[config.mk]
export PLATFORM = sky130hd
export DESIGN_NAME = lzssd_out_reg
export DESIGN_NICKNAME = d
export VERILOG_FILES = /design/src/lzss_decompressor_unit_assert.svh /design/src/lzssd_pkg.sv /design/src/lzssd_out_reg.sv
export SDC_FILE = /design/constraint.sdc
export NUM_CORES = 1
export LEC_CHECK = 0
export ABC_AREA = 1
export ABC_CLOCK_PERIOD_IN_PS = 2600
export BUFFER_PORTS_ARGS = -buffer_cell sky130_fd_sc_hd__buf_2
export CAP_MARGIN = 25
export CORE_MARGIN = 2
export CORE_UTILIZATION = 37
export CTS_BUF_LIST = sky130_fd_sc_hd__clkbuf_2 sky130_fd_sc_hd__clkbuf_4 sky130_fd_sc_hd__clkbuf_8
export CTS_CLUSTER_SIZE = 24
export DETAILED_ROUTE_END_ITERATION = 8
export GPL_ROUTABILITY_DRIVEN = 0
export MAX_ROUTING_LAYER = met4
export PLACE_DENSITY = 0.8
export SETUP_SLACK_MARGIN = 0.5
export SYNTH_ARGS = -nofsm -noshare
export SYNTH_HDL_FRONTEND = slang
export SYNTH_SLANG_ARGS = --single-unit
export TNS_END_PERCENT = 1
[constraint.sdc]
create_clock -name clk -period 2.6 [get_ports clk]
set_clock_uncertainty 0.1 [all_clocks]
set_input_delay 0.13 -clock clk [delete_from_list [all_inputs] [get_ports clk]]
set_output_delay 0.13 -clock clk [all_outputs]
set_load 0.01 [all_outputs]
[src/lzss_decompressor_unit_assert.svh]
// Assertion macros for the LZSS decompressor.
// Used by the top level only; no other dependencies.
`ifndef LZSS_DECOMPRESSOR_UNIT_ASSERT_SVH
`define LZSS_DECOMPRESSOR_UNIT_ASSERT_SVH

`ifndef ASSERT_OFF
`define LZSSD_ASSERT(lbl, clk_s, rst_s, prop) \
  lbl: assert property (@(posedge clk_s) disable iff (rst_s) prop) \
    else $error("lzssd assertion failed");
`define LZSSD_NEVER(lbl, clk_s, rst_s, expr) \
  lbl: assert property (@(posedge clk_s) disable iff (rst_s) !(expr)) \
    else $error("lzssd forbidden condition seen");
`else
`define LZSSD_ASSERT(lbl, clk_s, rst_s, prop)
`define LZSSD_NEVER(lbl, clk_s, rst_s, expr)
`endif

`endif

[src/lzssd_pkg.sv]
// Shared types and constants for the LZSS decompressor.
// No dependencies.
`default_nettype none

package lzssd_pkg;

  localparam int HISTORY_DEPTH_DEF    = 4096;
  localparam int MIN_MATCH_OFFSET_DEF = 2;
  localparam int BYTE_W               = 8;
  localparam int COUNT_W              = 21;
  localparam int FLAGS_W              = 4;
  localparam int DIST_W               = 12;

  localparam logic [COUNT_W-1:0] MAX_OUT_RESET = 21'h100000;
  localparam logic [FLAGS_W-1:0] FLAGS_PER_BYTE = 4'd8;
  localparam logic [BYTE_W-1:0]  FLAG_LIT_MASK  = 8'h80;
  localparam logic [BYTE_W-1:0]  DIST_HI_MASK   = 8'hf0;
  localparam logic [BYTE_W-1:0]  LEN_CODE_MASK  = 8'h0f;

  typedef enum logic [1:0] {
    KIND_DATA  = 2'd0,
    KIND_END   = 2'd1,
    KIND_ERROR = 2'd2,
    KIND_LIMIT = 2'd3
  } kind_t;

  // stop cause shares the kind codes; data code means still running
  localparam kind_t STOP_RUN = KIND_DATA;

  typedef struct packed {
    logic [BYTE_W-1:0]  data;
    kind_t              kind;
    logic [COUNT_W-1:0] count;
    logic               run_last;
  } out_word_t;

  typedef struct packed {
    logic we;
    logic re;
  } hist_ctl_t;

endpackage

`default_nettype wire

[src/lzssd_out_reg.sv]
// Output register for result words, valid/stall handshake.
// Depends on lzssd_pkg.
`default_nettype none

module lzssd_out_reg (
  input  wire logic                 clk,
  input  wire logic                 rst,
  input  wire logic                 push,
  input  wire lzssd_pkg::out_word_t push_word,
  output logic                      free,
  output logic                      out_valid,
  input  wire logic                 out_stall,
  output lzssd_pkg::out_word_t      out_word
);

  assign free = !out_valid || !out_stall;

  always_ff @(posedge clk) begin
    if (rst) begin
      out_valid <= 1'b0;
    end else if (free) begin
      out_valid <= push;
    end
  end

  always_ff @(posedge clk) begin
    if (push && free) begin
      out_word <= push_word;
    end
  end

endmodule

`default_nettype wire

==> results of run 1 <==
==> worst max-delay path: stages, from the launching register on <==
cell and delay (ns):
dfxtp_1 0.37, a21oi_4 0.47, buf_4 0.33
==> state kept, by name, indices dropped and copies added, names as in the netlist <==
register   cells
out_valid      1
out_word      32
==> routing by layer <==
layer	vias up	GRT usage, %	wire length, um
met4	0	8.16	36
li1	368	-	-
met3	4	7.67	308
met1	349	20.9	941
met2	59	29.7	1290
met5	-	-	0
==> per-stage QoR <==
stage | setup slack [ns] | std cells
final | 1.03 | 179
after global routing | 0.939 | 179
after CTS | 1.00 | 179
after detailed placement | 1.02 | 137
after global placement | 1.09 | 137
after floorplan | 0.762 | 37
==> report_power, final <==
part / leakage (nW) / switching (mW) / internal [mW]
logic: 0.431 / 0.0564 / 0.0742
clock network: 0.0300 / 0.160 / 0.0976
registers: 0.318 / 0.00854 / 0.619
total: 0.779 / 0.225 / 0.791
==> final cells by class <==
type | count | area [um^2] | share of cell area [%]
clock inverter | 3 | 12.5 | 0.696
sequential | 33 | 981 | 54.6
tap | 30 | 37.5 | 2.09
inverter | 1 | 3.75 | 0.209
clock buffer | 5 | 37.5 | 2.09
multi-input combinational | 3 | 31.3 | 1.74
timing repair buffer | 104 | 693 | 38.6
==> cell families after synthesis <==
group / after synthesis
buffers and inverters: 1
flip-flops: 33
AO/OA/AOI/OAI: 2
AND/OR/NAND/NOR: 1
==> layout by cell type (no fill, tap or decap), drive strengths merged <==
cell type	netlist	routed
clkbuf	0	5
edfxtp	32	32
buf	0	70
inv	1	1
nand2	1	1
clkinv	0	3
dlygate4sd3	0	34
dfxtp	1	1
a21oi	2	2
==> path summary, 6_finish.rpt <==
kind / from / to / slack (ns)
worst max-delay path: out_valid$_SDFFE_PP0P_ / out_word[24]$_DFFE_PP_ / 1.03
worst min-delay path: out_stall / out_word[31]$_DFFE_PP_ / 0.17
worst max register to register: out_valid$_SDFFE_PP0P_ / out_word[24]$_DFFE_PP_ / 1.03
worst min register to register: out_valid$_SDFFE_PP0P_ / out_word[31]$_DFFE_PP_ / 0.69
==> impl_metrics.toml, run 1 <==
[logic_synthesis]
muxShareOfSynthArea_pct = 0
synthAdderAreaFrac_pct = 0
yosysTopAreaCell = "edfxtp_1"
synth.most_common_cell = "edfxtp_1"
synth_edf_count = 32
ys_types = 6
synth_compound_area_share_pct = 1.37
synth_ff_type = "edfxtp_1"
synth_xor_area_share_pct = 0
yosysSeqAreaShare_pct = 97.6
async_flop_share_pct = 0
syn_nets = 73
synthesis.area_um2 = 1000
synth.area.top_cells = "edfxtp_1 96%, dfxtp_1 2.0%, a21oi_2 0.87%, nand2_2 0.62%, a21oi_1 0.50%"
yosys_warnings = 0
synth_top_area_share_pct = 95.6
synth-simple-area-share_pct = 0.623
syn_area_per_cell_um2 = 27.2
synth_top_family_by_area = "compound AO/OA/AOI/OAI gates"
yosys_register_bits = 33
netlist_instances = 37

[routing]
ant_nets = 0
via_count = 780
first_pass_iters = 4
drc = 0
viasPerCell = 4.36
drt_iter0_drc = 14
wl_per_cell_um = 14.4
routed_wl_um = 2580

[cells_and_area]
post-route-cell-area_um2 = 1800
final_util_pct = 71.2
finalNetCount = 184
syn2layout_area_growth_pct = 78.8
drive_gt1_share_pct = 53.0
fill_cells = 172
antenna_cells = 0

[cts]
cts.clk_slew.worst_paths_ns = 0.10
clock_latency_ns = 0.33
clock_path_buffers = 2
cts_root_buf = "clkbuf_4"
cts-resized-gates = 0
ctsHoldBuffers = 34
cts_tree = "yes"
cts_setup_buffers = 0
htree_levels = 2
clock-sinks = 33
numCtsBuffers = 5

[floorplan]
rows = 18
initial_core_util_pct = 39.8
fp.dieW_um = 56.1
ioPinCount = 70
dieArea_um2 = 3150
core_um2 = 2520
die_h_um = 56.1

[timing]
whs_ns = 0.173
slew_headroom_pct = 64.2
maxSlewViolCount = 0
fin_setup_tns_ns = 0
worst_pin_slew_ns = 0.536
fmax_mhz = 636
setup_violations = 0
rsz0062_at_grt = "false"
hold_viol = 0
finalCritPeriodShare_pct = 60.5
min_period_ns = 1.57

[pwr]
powerDensity_nw_per_um2 = 566
finalPower_mw = 1.02
peakVddDrop_uv = 525
leakage_nw = 0.779

[grt]
grt_pass1_vias = 866
grt_pass1_wl_um = 4040
grt_max_degree = 19
grt_use_total_pct = 18.8
grt_overflow = 0
antenna_found_initial = 0

[setup_path]
path_max_fanout = 18
r2r_cells = 2
end_kind = "flop"
cp.arrival_ns = 1.50
crit_type = "flop to flop"
worstPathRequired_ns = 2.53
start_kind = "flop"

[placement]
port_buffers = 69
dp_hpwl_um = 1390
placed_area_um2 = 1410

[hold_path]
min_path_cells = 2
hp-class = "input port to flop"

[outcome]
outcome = "completed"

[run]
maxCapViolCount = 0
(Power assumes the default switching activity.)
==> run 2, diff against run 1 <==
--- a/config.mk
+++ b/config.mk
@@ -5,18 +5,18 @@
 export SDC_FILE = /design/constraint.sdc
 export NUM_CORES = 1
 export LEC_CHECK = 0
-export ABC_AREA = 1
-export ABC_CLOCK_PERIOD_IN_PS = 2600
+export ABC_AREA = 0
+export ABC_CLOCK_PERIOD_IN_PS = 1480
 export BUFFER_PORTS_ARGS = -buffer_cell sky130_fd_sc_hd__buf_2
 export CAP_MARGIN = 25
 export CORE_MARGIN = 2
-export CORE_UTILIZATION = 37
+export CORE_UTILIZATION = 41
 export CTS_BUF_LIST = sky130_fd_sc_hd__clkbuf_2 sky130_fd_sc_hd__clkbuf_4 sky130_fd_sc_hd__clkbuf_8
 export CTS_CLUSTER_SIZE = 24
 export DETAILED_ROUTE_END_ITERATION = 8
 export GPL_ROUTABILITY_DRIVEN = 0
 export MAX_ROUTING_LAYER = met4
-export PLACE_DENSITY = 0.8
+export PLACE_DENSITY = 0.84
 export SETUP_SLACK_MARGIN = 0.5
 export SYNTH_ARGS = -nofsm -noshare
 export SYNTH_HDL_FRONTEND = slang
==> constraint.sdc (replaced) <==
create_clock -name clk -period 1.48 [get_ports clk]
set_clock_uncertainty 0.1 [all_clocks]
set_input_delay 0.074 -clock clk [delete_from_list [all_inputs] [get_ports clk]]
set_output_delay 0.074 -clock clk [all_outputs]
set_load 0.01 [all_outputs]
==> impl_metrics.toml, run 2 <==
[outcome]
outcome = "completed"

[setup_path]
worstPathRequired_ns = 1.31
end_kind = "output port"
start_kind = "flop"
cp.arrival_ns = 0.89
crit_type = "flop to output port"
path_max_fanout = 5

[pwr]
powerDensity_nw_per_um2 = 989
internal_power_mw = 1.42
power_switching_mw = 0.388
comb_power_share_pct = 13.5
power_frac_clock_pct = 25.4
p_seq_share_pct = 61.1
swShare_pct = 21.5
finalPower_mw = 1.81
leakage_nw = 0.798
peakVddDrop_uv = 850

[logic_synthesis]
synth.area.top_cells = "edfxtp_1 96%, dfxtp_1 2.0%, and2_1 0.63%, a21oi_1 0.50%, nand2_1 0.38%"
synth_top_area_share_pct = 96.1
ys_types = 6
synth_compound_area_share_pct = 0.501
synthAdderAreaFrac_pct = 0
synth-simple-area-share_pct = 1.38
netlist_instances = 37
async_flop_share_pct = 0
synth_ff_type = "edfxtp_1"
yosysTopAreaCell = "edfxtp_1"
muxShareOfSynthArea_pct = 0
yosys_register_bits = 33
synth_xor_area_share_pct = 0
yosys_warnings = 0
syn_area_per_cell_um2 = 27.0
yosysSeqAreaShare_pct = 98.1
synth.most_common_cell = "edfxtp_1"
syn_nets = 73
synth_top_family_by_area = "simple AND/OR/NAND/NOR gates"
synth_edf_count = 32
synthesis.area_um2 = 1000

[cts]
numCtsBuffers = 5
cts.clk_slew.worst_paths_ns = 0.09
clock-sinks = 33
htree_levels = 2
clock_latency_ns = 0.32
cts_root_buf = "clkbuf_4"
clock_path_buffers = 2
cts_tree = "yes"

[cells_and_area]
multi_input_area_um2 = 55.1
finalNetCount = 187
layout_common_cells = "68 x buf_2, 35 x dlygate4sd3_1, 32 x edfxtp_1"
seq_area_um2 = 985
reg.largest.list = "out_word (32), out_valid (1)"
syn2layout_area_growth_pct = 82.6
drive_gt1_share_pct = 53.6
final_cell_count_no_fill = 179
max_flop_register = "out_word"
final_common_cell = "buf_2"
antenna_cells = 0
fill_cells = 130
largest_reg_flops = 32

[timing]
setup_violations = 0
whs_ns = 0.126
rsz0062_at_grt = "true"
finalCritPeriodShare_pct = 71.9
fin_setup_tns_ns = 0
slew_headroom_pct = 91.3
hold_viol = 0
worst_pin_slew_ns = 0.130
maxSlewViolCount = 0
fin_ws_ns = 0.416
min_period_ns = 1.06
fmax_mhz = 939

[routing]
viasPerCell = 4.52
drc = 0
ant_nets = 0
via_count = 809
wl_per_cell_um = 16.1
first_pass_iters = 4
drt_iter0_drc = 13
routed_wl_um = 2880

[grt]
grt_pass1_wl_um = 3950
grt_max_degree = 10
grt_use_total_pct = 23.0
grt_pass1_vias = 835
grt_overflow = 0
antenna_found_initial = 0

[run]
maxCapViolCount = 0

[floorplan]
die_h_um = 53.4
core_um2 = 2250
ioPinCount = 70
rows = 17
fp.dieW_um = 53.4
initial_core_util_pct = 44.3
dieArea_um2 = 2850

[placement]
dp_cells = 134
port_buffers = 69
place_ws_ns = 0.252

[hold_path]
hp-class = "input port to flop"
-- run 2: final cells by class --
class                           instances  area share [%]
Tap cell                               28            1.92
Clock buffer                            6            2.47
Multi-Input combinational cell          7            3.02
Timing Repair Buffer                  104            38.5
Clock inverter                          1           0.206
Sequential cell                        33            53.9
-- run 2: logic make-up after synthesis --
group,count (synthesis)
AO/OA/AOI/OAI,1
flip-flops,33
AND/OR/NAND/NOR,3
-- run 2: critical path, cell delays in order (launching register included) --
cell and delay, ns:
dfxtp_4 0.37, nand2_4 0.07, buf_6 0.12
-- run 2: power groups by stage --
stage               combinational, mW  sequential, mW  clock [mW]
finish                          0.244            1.10       0.458
global route                    0.264            1.11       0.514
CTS                             0.239            1.10       0.462
detailed placement              0.154            1.12           0
global placement                0.148            1.12           0
floorplan                      0.0214            1.15           0
-- run 2: routing by layer --
metal  part of all wire [%]  routed length, um  up-vias  GRT usage (%)
li1                       -                  -      376              -
met1                     33                963      372           19.3
met2                     53               1510       53           42.0
met3                     12                345        8           8.19
met4                    2.0                 59        0           14.1
met5                      0                  0        -              -
-- run 2: path summary, 6_finish.rpt --
| kind | slack, ns | from | end | cells after the start |
|---|---|---|---|---|
| min | 0.13 | push | out_word[3]$_DFFE_PP_ | 2 |
| min reg2reg | 0.44 | out_valid$_SDFFE_PP0P_ | out_valid$_SDFFE_PP0P_ | 2 |
| max reg2reg | 0.42 | out_valid$_SDFFE_PP0P_ | out_word[22]$_DFFE_PP_ | 2 |
| max | 0.42 | out_valid$_SDFFE_PP0P_ | free | 2 |
-- run 2: per-stage QoR --
step	instance area (um^2)	util, %
final	1830	81.0
after global routing	1830	81.0
after CTS	1820	80.9
after detailed placement	1390	61.5
after global placement	1390	61.5
after floorplan	1010	-
-- run 2: timing repair --
| item | 4_1_cts | 5_1_grt |
|---|---|---|
| pin swaps | 1 | 0 |
| endpoints found under the setup margin | 66 | 66 |
| endpoints found under the hold margin | 33 | 0 |
| setup buffers | 0 | 0 |
| hold buffers | 35 | 0 |
| cloned | 3 | 0 |
| resized for setup | 5 | 1 |
