[src/lzss_decompressor_unit_assert.svh]
// Assertion macros for the LZSS decompressor.
// Used by the top level only; no other dependencies.
`ifndef LZSS_DECOMPRESSOR_UNIT_ASSERT_SVH
`define LZSS_DECOMPRESSOR_UNIT_ASSERT_SVH

`ifndef ASSERT_OFF
`define LZSSD_ASSERT(lbl, clk_s, rst_s, prop) \
  lbl: assert property (@(posedge clk_s) disable iff (rst_s) prop) \
    else $error("lzssd assertion failed");
`define LZSSD_NEVER(lbl, clk_s, rst_s, expr) \
  lbl: assert property (@(posedge clk_s) disable iff (rst_s) !(expr)) \
    else $error("lzssd forbidden condition seen");
`else
`define LZSSD_ASSERT(lbl, clk_s, rst_s, prop)
`define LZSSD_NEVER(lbl, clk_s, rst_s, expr)
`endif

`endif

[src/lzssd_pkg.sv]
// Shared types and constants for the LZSS decompressor.
// No dependencies.
`default_nettype none

package lzssd_pkg;

  localparam int HISTORY_DEPTH_DEF    = 4096;
  localparam int MIN_MATCH_OFFSET_DEF = 2;
  localparam int BYTE_W               = 8;
  localparam int COUNT_W              = 21;
  localparam int FLAGS_W              = 4;
  localparam int DIST_W               = 12;

  localparam logic [COUNT_W-1:0] MAX_OUT_RESET = 21'h100000;
  localparam logic [FLAGS_W-1:0] FLAGS_PER_BYTE = 4'd8;
  localparam logic [BYTE_W-1:0]  FLAG_LIT_MASK  = 8'h80;
  localparam logic [BYTE_W-1:0]  DIST_HI_MASK   = 8'hf0;
  localparam logic [BYTE_W-1:0]  LEN_CODE_MASK  = 8'h0f;

  typedef enum logic [1:0] {
    KIND_DATA  = 2'd0,
    KIND_END   = 2'd1,
    KIND_ERROR = 2'd2,
    KIND_LIMIT = 2'd3
  } kind_t;

  // stop cause shares the kind codes; data code means still running
  localparam kind_t STOP_RUN = KIND_DATA;

  typedef struct packed {
    logic [BYTE_W-1:0]  data;
    kind_t              kind;
    logic [COUNT_W-1:0] count;
    logic               run_last;
  } out_word_t;

  typedef struct packed {
    logic we;
    logic re;
  } hist_ctl_t;

endpackage

`default_nettype wire

[src/lzssd_ctrl.sv]
// Sequencer: token decode, match copy loop, limit and distance checks.
// Depends on lzssd_pkg; drives lzssd_hist_mem and lzssd_out_reg.
`default_nettype none

module lzssd_ctrl #(
  parameter int HISTORY_DEPTH    = lzssd_pkg::HISTORY_DEPTH_DEF,
  parameter int MIN_MATCH_OFFSET = lzssd_pkg::MIN_MATCH_OFFSET_DEF,
  localparam int AW    = $clog2(HISTORY_DEPTH),
  localparam int LEN_W = $clog2(MIN_MATCH_OFFSET + 17)
) (
  input  wire logic                           clk,
  input  wire logic                           rst,
  input  wire logic                           cfg_wr_en,
  input  wire logic [lzssd_pkg::COUNT_W-1:0]  cfg_wr_data,
  input  wire logic                           in_valid,
  output logic                                in_stall,
  input  wire logic [lzssd_pkg::BYTE_W-1:0]   in_byte,
  input  wire logic                           in_last,
  input  wire logic                           out_free,
  output logic                                emit,
  output lzssd_pkg::out_word_t                emit_word,
  output lzssd_pkg::hist_ctl_t                hist_ctl,
  output logic      [AW-1:0]                  hist_waddr,
  output logic      [lzssd_pkg::BYTE_W-1:0]   hist_wdata,
  output logic      [AW-1:0]                  hist_raddr,
  input  wire logic [lzssd_pkg::BYTE_W-1:0]   hist_rdata
);

  typedef enum logic [5:0] {
    ST_IDLE   = 6'b000001,
    ST_DECODE = 6'b000010,
    ST_LIT    = 6'b000100,
    ST_RD     = 6'b001000,
    ST_WR     = 6'b010000,
    ST_STATUS = 6'b100000
  } state_t;

  localparam logic [AW:0] DEPTH_EXT = (AW+1)'(HISTORY_DEPTH);
  localparam logic [AW-1:0] PTR_LAST = AW'(HISTORY_DEPTH - 1);
  localparam logic [LEN_W-1:0] LEN_BIAS = LEN_W'(MIN_MATCH_OFFSET + 1);

  state_t state, state_next;
  logic [lzssd_pkg::COUNT_W-1:0] max_output_bytes;
  logic [lzssd_pkg::COUNT_W-1:0] out_position, out_position_next;
  logic [AW-1:0] wr_ptr, wr_ptr_next;
  logic [AW-1:0] rd_ptr, rd_ptr_next;
  logic [lzssd_pkg::BYTE_W-1:0] flag_bits, flag_bits_next;
  logic [lzssd_pkg::FLAGS_W-1:0] flags_left, flags_left_next;
  logic token_phase, token_phase_next;
  logic [lzssd_pkg::BYTE_W-1:0] match_high_byte, match_high_byte_next;
  lzssd_pkg::kind_t stop_cause, stop_cause_next;
  logic [LEN_W-1:0] copy_left, copy_left_next;
  logic [lzssd_pkg::BYTE_W-1:0] cur_byte;
  logic cur_last;

  // shared limit comparator
  logic [lzssd_pkg::COUNT_W-1:0] cmp_pos;
  logic lim_hit;
  logic [lzssd_pkg::COUNT_W-1:0] pos_inc;
  logic [lzssd_pkg::DIST_W-1:0] match_dist;
  logic [AW:0] src_diff;
  logic [AW-1:0] wr_ptr_inc, rd_ptr_inc;
  state_t state_after;
  lzssd_pkg::kind_t stop_now;

  assign pos_inc    = out_position + lzssd_pkg::COUNT_W'(1);
  assign cmp_pos    = (state == ST_DECODE) ? out_position : pos_inc;
  assign lim_hit    = cmp_pos >= max_output_bytes;
  assign match_dist = {match_high_byte[7:4], cur_byte};
  assign src_diff   = {1'b0, wr_ptr} - (AW+1)'(match_dist);
  assign wr_ptr_inc = (wr_ptr == PTR_LAST) ? '0 : wr_ptr + AW'(1);
  assign rd_ptr_inc = (rd_ptr == PTR_LAST) ? '0 : rd_ptr + AW'(1);
  assign state_after = cur_last ? ST_STATUS : ST_IDLE;
  assign stop_now = (stop_cause == lzssd_pkg::STOP_RUN && lim_hit) ?
                    lzssd_pkg::KIND_LIMIT : stop_cause;
  assign in_stall = (state != ST_IDLE);

  assign hist_waddr = wr_ptr;
  assign hist_raddr = rd_ptr;
  assign hist_wdata = (state == ST_LIT) ? cur_byte : hist_rdata;

  always_comb begin
    state_next           = state;
    out_position_next    = out_position;
    wr_ptr_next          = wr_ptr;
    rd_ptr_next          = rd_ptr;
    flag_bits_next       = flag_bits;
    flags_left_next      = flags_left;
    token_phase_next     = token_phase;
    match_high_byte_next = match_high_byte;
    stop_cause_next      = stop_cause;
    copy_left_next       = copy_left;
    emit                 = 1'b0;
    emit_word.data       = hist_wdata;
    emit_word.kind       = lzssd_pkg::KIND_DATA;
    emit_word.count      = '0;
    emit_word.run_last   = 1'b0;
    hist_ctl.we          = 1'b0;
    hist_ctl.re          = 1'b0;

    unique case (state)
      ST_IDLE: begin
        if (in_valid) begin
          state_next = ST_DECODE;
        end
      end

      ST_DECODE: begin
        stop_cause_next = stop_now;
        state_next      = state_after;
        if (stop_now == lzssd_pkg::STOP_RUN) begin
          if (token_phase) begin
            token_phase_next = 1'b0;
            if (match_dist == '0 || lzssd_pkg::COUNT_W'(match_dist) > out_position) begin
              stop_cause_next = lzssd_pkg::KIND_ERROR;
            end else begin
              copy_left_next = LEN_W'(match_high_byte & lzssd_pkg::LEN_CODE_MASK) + LEN_BIAS;
              rd_ptr_next    = src_diff[AW] ? AW'(src_diff + DEPTH_EXT) : src_diff[AW-1:0];
              state_next     = ST_RD;
            end
          end else if (flags_left == '0) begin
            flag_bits_next  = cur_byte;
            flags_left_next = lzssd_pkg::FLAGS_PER_BYTE;
          end else begin
            flag_bits_next  = {flag_bits[6:0], 1'b0};
            flags_left_next = flags_left - lzssd_pkg::FLAGS_W'(1);
            if ((flag_bits & lzssd_pkg::FLAG_LIT_MASK) != '0) begin
              state_next = ST_LIT;
            end else begin
              match_high_byte_next = cur_byte;
              token_phase_next     = 1'b1;
            end
          end
        end
      end

      ST_LIT: begin
        if (out_free) begin
          emit               = 1'b1;
          emit_word.run_last = !cur_last;
          hist_ctl.we        = 1'b1;
          out_position_next  = pos_inc;
          wr_ptr_next        = wr_ptr_inc;
          if (lim_hit) begin
            stop_cause_next = lzssd_pkg::KIND_LIMIT;
          end
          state_next = state_after;
        end
      end

      ST_RD: begin
        hist_ctl.re = 1'b1;
        state_next  = ST_WR;
      end

      ST_WR: begin
        if (out_free) begin
          emit              = 1'b1;
          hist_ctl.we       = 1'b1;
          out_position_next = pos_inc;
          wr_ptr_next       = wr_ptr_inc;
          rd_ptr_next       = rd_ptr_inc;
          copy_left_next    = copy_left - LEN_W'(1);
          if (lim_hit) begin
            stop_cause_next = lzssd_pkg::KIND_LIMIT;
          end
          if (lim_hit || copy_left == LEN_W'(1)) begin
            emit_word.run_last = !cur_last;
            state_next         = state_after;
          end else begin
            state_next = ST_RD;
          end
        end
      end

      ST_STATUS: begin
        if (out_free) begin
          emit               = 1'b1;
          emit_word.data     = '0;
          emit_word.kind     = (stop_cause == lzssd_pkg::STOP_RUN) ?
                               lzssd_pkg::KIND_END : stop_cause;
          emit_word.count    = out_position;
          emit_word.run_last = 1'b1;
          out_position_next    = '0;
          wr_ptr_next          = '0;
          flag_bits_next       = '0;
          flags_left_next      = '0;
          token_phase_next     = 1'b0;
          match_high_byte_next = '0;
          stop_cause_next      = lzssd_pkg::STOP_RUN;
          state_next           = ST_IDLE;
        end
      end

      default: begin
        state_next = ST_IDLE;
      end
    endcase
  end

  always_ff @(posedge clk) begin
    if (rst) begin
      state            <= ST_IDLE;
      max_output_bytes <= lzssd_pkg::MAX_OUT_RESET;
      out_position     <= '0;
      wr_ptr           <= '0;
      flag_bits        <= '0;
      flags_left       <= '0;
      token_phase      <= 1'b0;
      match_high_byte  <= '0;
      stop_cause       <= lzssd_pkg::STOP_RUN;
    end else begin
      state            <= state_next;
      out_position     <= out_position_next;
      wr_ptr           <= wr_ptr_next;
      flag_bits        <= flag_bits_next;
      flags_left       <= flags_left_next;
      token_phase      <= token_phase_next;
      match_high_byte  <= match_high_byte_next;
      stop_cause       <= stop_cause_next;
      if (cfg_wr_en) begin
        max_output_bytes <= cfg_wr_data;
      end
    end
  end

  always_ff @(posedge clk) begin
    rd_ptr    <= rd_ptr_next;
    copy_left <= copy_left_next;
    if (state == ST_IDLE && in_valid) begin
      cur_byte <= in_byte;
      cur_last <= in_last;
    end
  end

endmodule

`default_nettype wire

[config.mk]
export PLATFORM = sky130hd
export DESIGN_NAME = lzssd_ctrl
export DESIGN_NICKNAME = d
export VERILOG_FILES = /design/src/lzss_decompressor_unit_assert.svh /design/src/lzssd_pkg.sv /design/src/lzssd_ctrl.sv
export SDC_FILE = /design/constraint.sdc
export NUM_CORES = 1
export LEC_CHECK = 0
export ABC_AREA = 1
export BUFFER_PORTS_ARGS = -buffer_cell sky130_fd_sc_hd__buf_2
export CORE_UTILIZATION = 30
export DETAILED_ROUTE_END_ITERATION = 8
export PLACE_DENSITY = 0.47
export SYNTH_ARGS = -nofsm -noshare
export SYNTH_HDL_FRONTEND = slang
export SYNTH_SLANG_ARGS = --single-unit
[constraint.sdc]
create_clock -name clk -period 4.1 [get_ports clk]
set_input_delay 0.205 -clock clk [delete_from_list [all_inputs] [get_ports clk]]
set_output_delay 0.205 -clock clk [all_outputs]
set_load 0.03 [all_outputs]
==> key figures, run 1 <==
Outcome
  • Outcome: finished, final reports clean

Placed design
  • # port buffers: 110
  • Placement Setup Slack: 43.8 ps
  • RD Place Congestion: 0.834
  • DP HPWL: 16500 um

Setup path
  • Crit. End Element: output port
  • Worst setup SP type: flip-flop
  • CP max FO: 4
  • Reg2reg path depth: 17
  • Worst Path Arrival: 3650 ps
  • Crit path required time: 3890 ps
  • Critical path class: reg2out

Pwr
  • Sequential power share: 49.0%
  • Sw power: 0.698 mW
  • Combinational fraction of design power: 12.7%
  • Clk pwr share: 38.4%
  • Power per cell area: 275 mW/mm^2
  • Leakage Power: 3.93 nW
  • Power consumption: 2.37 mW
  • Sw Ratio: 29.5%
  • Internal: 1.67 mW
  • Peak VDD IR: 168 uV

Synth
  • Yosys cell types: 50
  • FFs w/ async S/R, synth: 0%
  • Gate Count Post-Synth: 1042
  • Area share of the largest cell type after synthesis: 23.1%
  • Synth area leaders: dfxtp_1 23%, edfxtp_1 11%, nand2_1 11%
  • EDFF count, synth: 26
  • Post-synthesis sequential area ratio: 33.9%
  • Yosys warnings: 0
  • Cell accounting for the most synthesized area: dfxtp_1
  • Post-synthesis register bit count: 109
  • Mapped Nets: 1138
  • Synthesized area: 0.00719 mm^2
  • Post-Syn Area per Cell: 6.90 um^2
  • Main synth FF type: dfxtp_1

Timing
  • Final hold slack: 21.0 ps
  • Max Freq: 259 MHz
  • Final worst slack: 240 ps
  • Relative slew slack: 32.9%
  • Worst-Margin Slew: 1010 ps
  • Fin Clk Skew: 9.54 ps
  • Final Hold Fails: 0
  • Fin. max-slew vios: 0
  • Setup TNS: 0 ps
  • Final setup violation count: 0
  • Fin crit period: 3860 ps
  • Final Cycle Share: 94.1%

Floorplan
  • Chip Height: 157 um
  • Initial core utilization: 30.7%
  • Die X: 157 um
  • Core Area: 0.0235 mm^2
  • Io pins: 111
  • Row cnt: 56
  • Die area: 0.0246 mm^2

Cells and area
  • P&R area growth vs syn: 19.5%
  • Final core occ: 36.6%
  • Register area: 0.00245 mm^2
  • Area of the multi-input gates: 0.00410 mm^2
  • Share of post-route cells with drive strength above 1: 17.0%
  • Ant diodes: 0
  • Post-layout nets: 1250
  • Fill cells: 2554

Route
  • Routed WL: 21900 um
  • DR pass1 iterations: 7
  • Avg WL per Cell: 14.8 um
  • Residual DRC: 0
  • Antenna Nets Post-Route: 0
  • Initial DRC count: 351
  • Routed vias/inst: 4.73
  • Via count: 6984

Clock tree
  • TritonCTS clock tree: yes
  • CTS Root Buffer Type: clkbuf_16
  • Clk Latency, worst-skew pair: 370 ps
  • Total clock sinks: 109
  • H-tree Lvls: 3
  • Total clock buffers created by CTS: 9
  • Clock slew at reported path FFs: 80 ps
  • Clk buf depth: 2

Global route
  • Vias in the first global route: 6353
  • Largest net degree at the start of global routing: 45
  • GRT Overall Usage: 18.1%
  • GR Overflow Total: 0
  • First-pass GRT wire length: 34200 um
  • Antenna violations before repair: 0

Flow run
  • Number of max-cap violations: 0

Min path
  • Hold Crit Depth: 1
  • Hold crit path type: in2reg
worst max-delay path: stages (launching register included):
cell and delay [ps]:
dfxtp_4 370, ha_4 150, nand3_4 100, nor2_4 130
nand4_1 150, nor2_2 170, nand4_1 250, nor2_4 230
nand2_2 70, nand3_1 80, o21ai_0 80, ha_1 300
a21oi_1 180, nand2_1 90, a21oi_2 200, nand4_1 150
or2_4 290, nand3_2 60, nand2_1 60, buf_6 160
what timing repair did:
item | CTS | global route
endpoints found under the setup margin | 0 | 40
endpoints found under the hold margin | 3 | 4
hold buffers | 3 | 4
buffers inserted | 0 | 6
resized for setup | 0 | 33
layout make-up:
class	instances	share of cell area [%]
clock buffers	9	2.62
clock inverters	7	0.800
inverters	152	6.63
multi-input cells	746	47.7
flip-flops and latches	109	28.5
well taps	319	4.64
repair buffers	136	9.09
layer usage:
layer	share of wire (%)	vias up	global-route usage (%)	wire, um
met3	4.0	14	3.02	883
met2	45	128	29.2	9920
met5	0	-	0	0
met1	50	3215	25.0	10900
li1	-	3627	-	-
met4	0.92	0	3.97	201
logic make-up after synthesis:
| kind of cell | synth area share, % |
|---|---|
| buffers and inverters | 10.2 |
| xor gates and xnor gates | 3.04 |
| DFF | 33.9 |
| adders and majority gates | 9.32 |
| muxes | 0.139 |
| AOI/OAI and AO/OA | 16.0 |
| and+or+nand+nor | 27.4 |
path summary, 6_finish.rpt:
kind | startpoint | end | slack (ps)
worst min register to register | max_output_bytes[8]$_SDFFE_PP0P_ | max_output_bytes[8]$_SDFFE_PP0P_ | 470
worst max-delay path | out_position[1]$_SDFFE_PP0P_ | emit_word[0] | 240
worst min-delay path | in_byte[1] | cur_byte[1]$_DFFE_PP_ | 20
worst max register to register | out_position[1]$_SDFFE_PP0P_ | copy_left[1]$_DFFE_PP_ | 350
sequential cells by signal, indices dropped and copies added (netlist names), 6 cells and up:
register	count
max_output_bytes	21
out_position	21
hist_raddr	12
hist_waddr	12
cur_byte	8
flag_bits	8
match_high_byte	8
state	6
synthesized netlist by cell type, drive strengths merged (2+ instances only):
library cell	instances
o22ai	14
a21oi	81
dfxtp	83
nor4	5
edfxtp	26
nor2	139
o21bai	2
nand2	209
nor3	16
xor2	21
inv	151
xnor2	4
nand3	55
buf	13
o21ai	96
or2	10
a31oi	5
clkbuf	22
ha	52
nand4	17
a21o	6
through the flow:
| stage | instances | cell area (um^2) |
|---|---|---|
| after floorplan | 1042 | 7190 |
| after global placement | 1449 | 8090 |
| after detailed placement | 1449 | 8090 |
| after CTS | 1468 | 8420 |
| after global routing | 1478 | 8600 |
| final | 1478 | 8600 |
cell usage in the layout (no fill, tap or decap), types with 7 or more instances in the layout:
master	count
or2_2	9
nor3_1	13
dfxtp_1	80
inv_2	8
xor2_1	21
buf_4	18
edfxtp_1	26
nand2_1	204
a21oi_1	80
o21ai_0	89
o22ai_1	14
nor2_1	124
nand3_1	52
clkbuf_16	9
dlygate4sd3_1	7
ha_1	51
buf_2	109
nor2_2	9
nand4_1	16
inv_1	143
power by group through the flow:
stage	logic (mW)	registers, mW	clock network, mW
2_1_floorplan	0.209	1.17	0
3_3_place_gp	0.294	1.19	0
3_5_place_dp	0.296	1.19	0
4_1_cts	0.299	1.16	0.944
5_1_grt	0.343	1.16	0.983
6_report	0.300	1.16	0.908
No activity file was read; power rests on OpenSTA's default activity.
==> run 2: changes to the inputs <==
Settings changed: PLACE_DENSITY 0.47 to 0.5.
==> run 2 against run 1 <==
Effect of this change: clock power rose by 3.2%; design area is 1.3% lower; count of clock-buffer cells in the layout grew 1; worst hold slack worse by 11 ps; flip-flop and latch count did not move; register-to-register slack better by 50 ps; critical endpoint unchanged.
==> key figures, run 2 (synthesis gave the netlist of run 1 again) <==
Global route
  • GR Overflow Total: 0
  • First-pass GRT wire length: 34100 um
  • GRT Overall Usage: 18.0%
  • Antenna violations before repair: 0
  • Largest net degree at the start of global routing: 45
  • Vias in the first global route: 6449

Timing
  • RSZ-0062 raised after global routing: no
  • Final Cycle Share: 92.7%
  • Final setup violation count: 0
  • Worst-Margin Slew: 1060 ps
  • Fin crit period: 3800 ps
  • Setup TNS: 0 ps
  • Fin Clk Skew: 12.1 ps
  • Final hold slack: 10.5 ps
  • Relative slew slack: 28.9%
  • Final worst slack: 301 ps
  • Max Freq: 263 MHz
  • Final Hold Fails: 0
  • Fin. max-slew vios: 0

Floorplan
  • Io pins: 111
  • Die X: 157 um
  • Initial core utilization: 30.7%
  • Row cnt: 56
  • Core Area: 0.0235 mm^2
  • Die area: 0.0246 mm^2
  • Chip Height: 157 um

Setup path
  • Worst Path Arrival: 3590 ps
  • Crit path max-delay family: simple AND/OR/NAND/NOR gates
  • Critical path class: reg2out
  • Crit path to: emit_word[0]
  • Critical path buffers and inverters: 2
  • Reg2reg path depth: 21
  • Worst path slowest cell: dfxtp_2
  • CP max FO: 4
  • CP cell instances: ha_4 -> nand3_4 -> nor2_4 -> nand4_1 -> nor2_2 -> nand4_1 -> nor2_2 -> buf_4 -> nand2_1 -> nand2_1 -> nand3_1 -> o21ai_1 -> ha_1 -> nand2_1 -> nand2_1 -> nand2_1 -> nand2_1 -> a21oi_2 -> nand4_1 -> or2_4 -> nand3_2 -> nand2_2 -> buf_6
  • CP Launch Point: out_position[1]$_SDFFE_PP0P_
  • Reg2reg start: out_position[1]$_SDFFE_PP0P_
  • Slowest stage delay, CP: 370 ps
  • Reg2reg end: hist_raddr[7]$_DFFE_PP_
  • Cell mode on critical path: nand2_1
  • Critical Path Stages: 23
  • Crit path required time: 3890 ps
  • Crit. End Element: output port
  • R2R setup slack: 400 ps
  • Worst setup SP type: flip-flop

Cells and area
  • Most common cell after layout, fill and taps aside: nand2_1
  • Share of post-route cells with drive strength above 1: 16.1%
  • Most frequent cells in the layout: 207 x nand2_1, 145 x inv_1, 124 x nor2_1
  • Fill cells: 2554
  • Register area: 0.00245 mm^2
  • Biggest regs: max_output_bytes x21, out_position x21
  • Final core occ: 36.2%
  • P&R area growth vs syn: 18.0%
  • Post-layout nets: 1239
  • Area of the multi-input gates: 0.00408 mm^2

Route
  • Avg WL per Cell: 14.5 um
  • Antenna Nets Post-Route: 0
  • Initial DRC count: 421
  • Routed vias/inst: 4.74
  • Routed WL: 21300 um
  • Residual DRC: 0
  • Via count: 6963
  • DR pass1 iterations: 5

Pwr
  • Power consumption: 2.39 mW
  • Power per cell area: 282 mW/mm^2
  • Leakage Power: 3.88 nW
  • Peak VDD IR: 150 uV

Clock tree
  • Clk buf depth: 2
  • TritonCTS clock tree: yes
  • Total clock sinks: 109
  • Clk Latency, worst-skew pair: 370 ps
  • H-tree Lvls: 3
  • Total clock buffers created by CTS: 9
  • Clock slew at reported path FFs: 80 ps
  • CTS Root Buffer Type: clkbuf_16

Placed design
  • # port buffers: 110
  • DP HPWL: 16100 um
  • Placement Setup Slack: 114 ps
  • RD Place Congestion: 0.843

Min path
  • Hold crit path type: in2reg
  • Hold_sp: in_byte[0]

Outcome
  • Outcome: finished, final reports clean

Flow run
  • Number of max-cap violations: 0
## run 2: worst min-delay path by stage
stage / endpoint / depth (start not counted)
floorplan: cur_byte[0]$_DFFE_PP_ / 0
global placement: cur_byte[0]$_DFFE_PP_ / 1
detailed placement: cur_last$_DFFE_PP_ / 1
CTS: cur_byte[5]$_DFFE_PP_ / 1
global route: cur_byte[0]$_DFFE_PP_ / 1
finish: cur_byte[0]$_DFFE_PP_ / 1
## run 2: area by class of cell
class / instances / share of cell area, %
clock buffers: 10 / 2.70
well taps: 319 / 4.70
inverters: 152 / 6.72
flip-flops and latches: 109 / 28.8
diodes: 2 / 0.0589
clock inverters: 6 / 0.899
repair buffers: 125 / 8.06
multi-input cells: 746 / 48.0
## run 2: repair_timing
action | in CTS | in global routing
setup endpoints to repair | 0 | 38
setup buffers | 0 | 5
endpoints found under the hold margin | 0 | 1
gates resized for setup | 0 | 24
hold buffers | 0 | 1
## run 2: layer usage
layer | share of wire [%] | vias up | routed length, um | global-route usage (%)
met5 | 0 | - | 0 | 0
met4 | 0.92 | 0 | 197 | 3.73
met3 | 4.5 | 16 | 966 | 3.05
met2 | 45 | 151 | 9670 | 29.4
met1 | 49 | 3186 | 10500 | 24.7
li1 | - | 3610 | - | -
## run 2: report_power, final
part           switching [mW]  internal [mW]  leakage, nW  total, mW
registers              0.0263           1.13        0.916       1.16
clock network           0.450          0.488        0.150      0.937
logic                   0.191          0.103         2.82      0.294
## run 2: through the flow
step                cell area (um^2)  std cells
floorplan                       7190       1042
global placement                8060       1445
detailed placement              8060       1445
CTS                             8370       1461
global route                    8490       1467
finish                          8490       1469
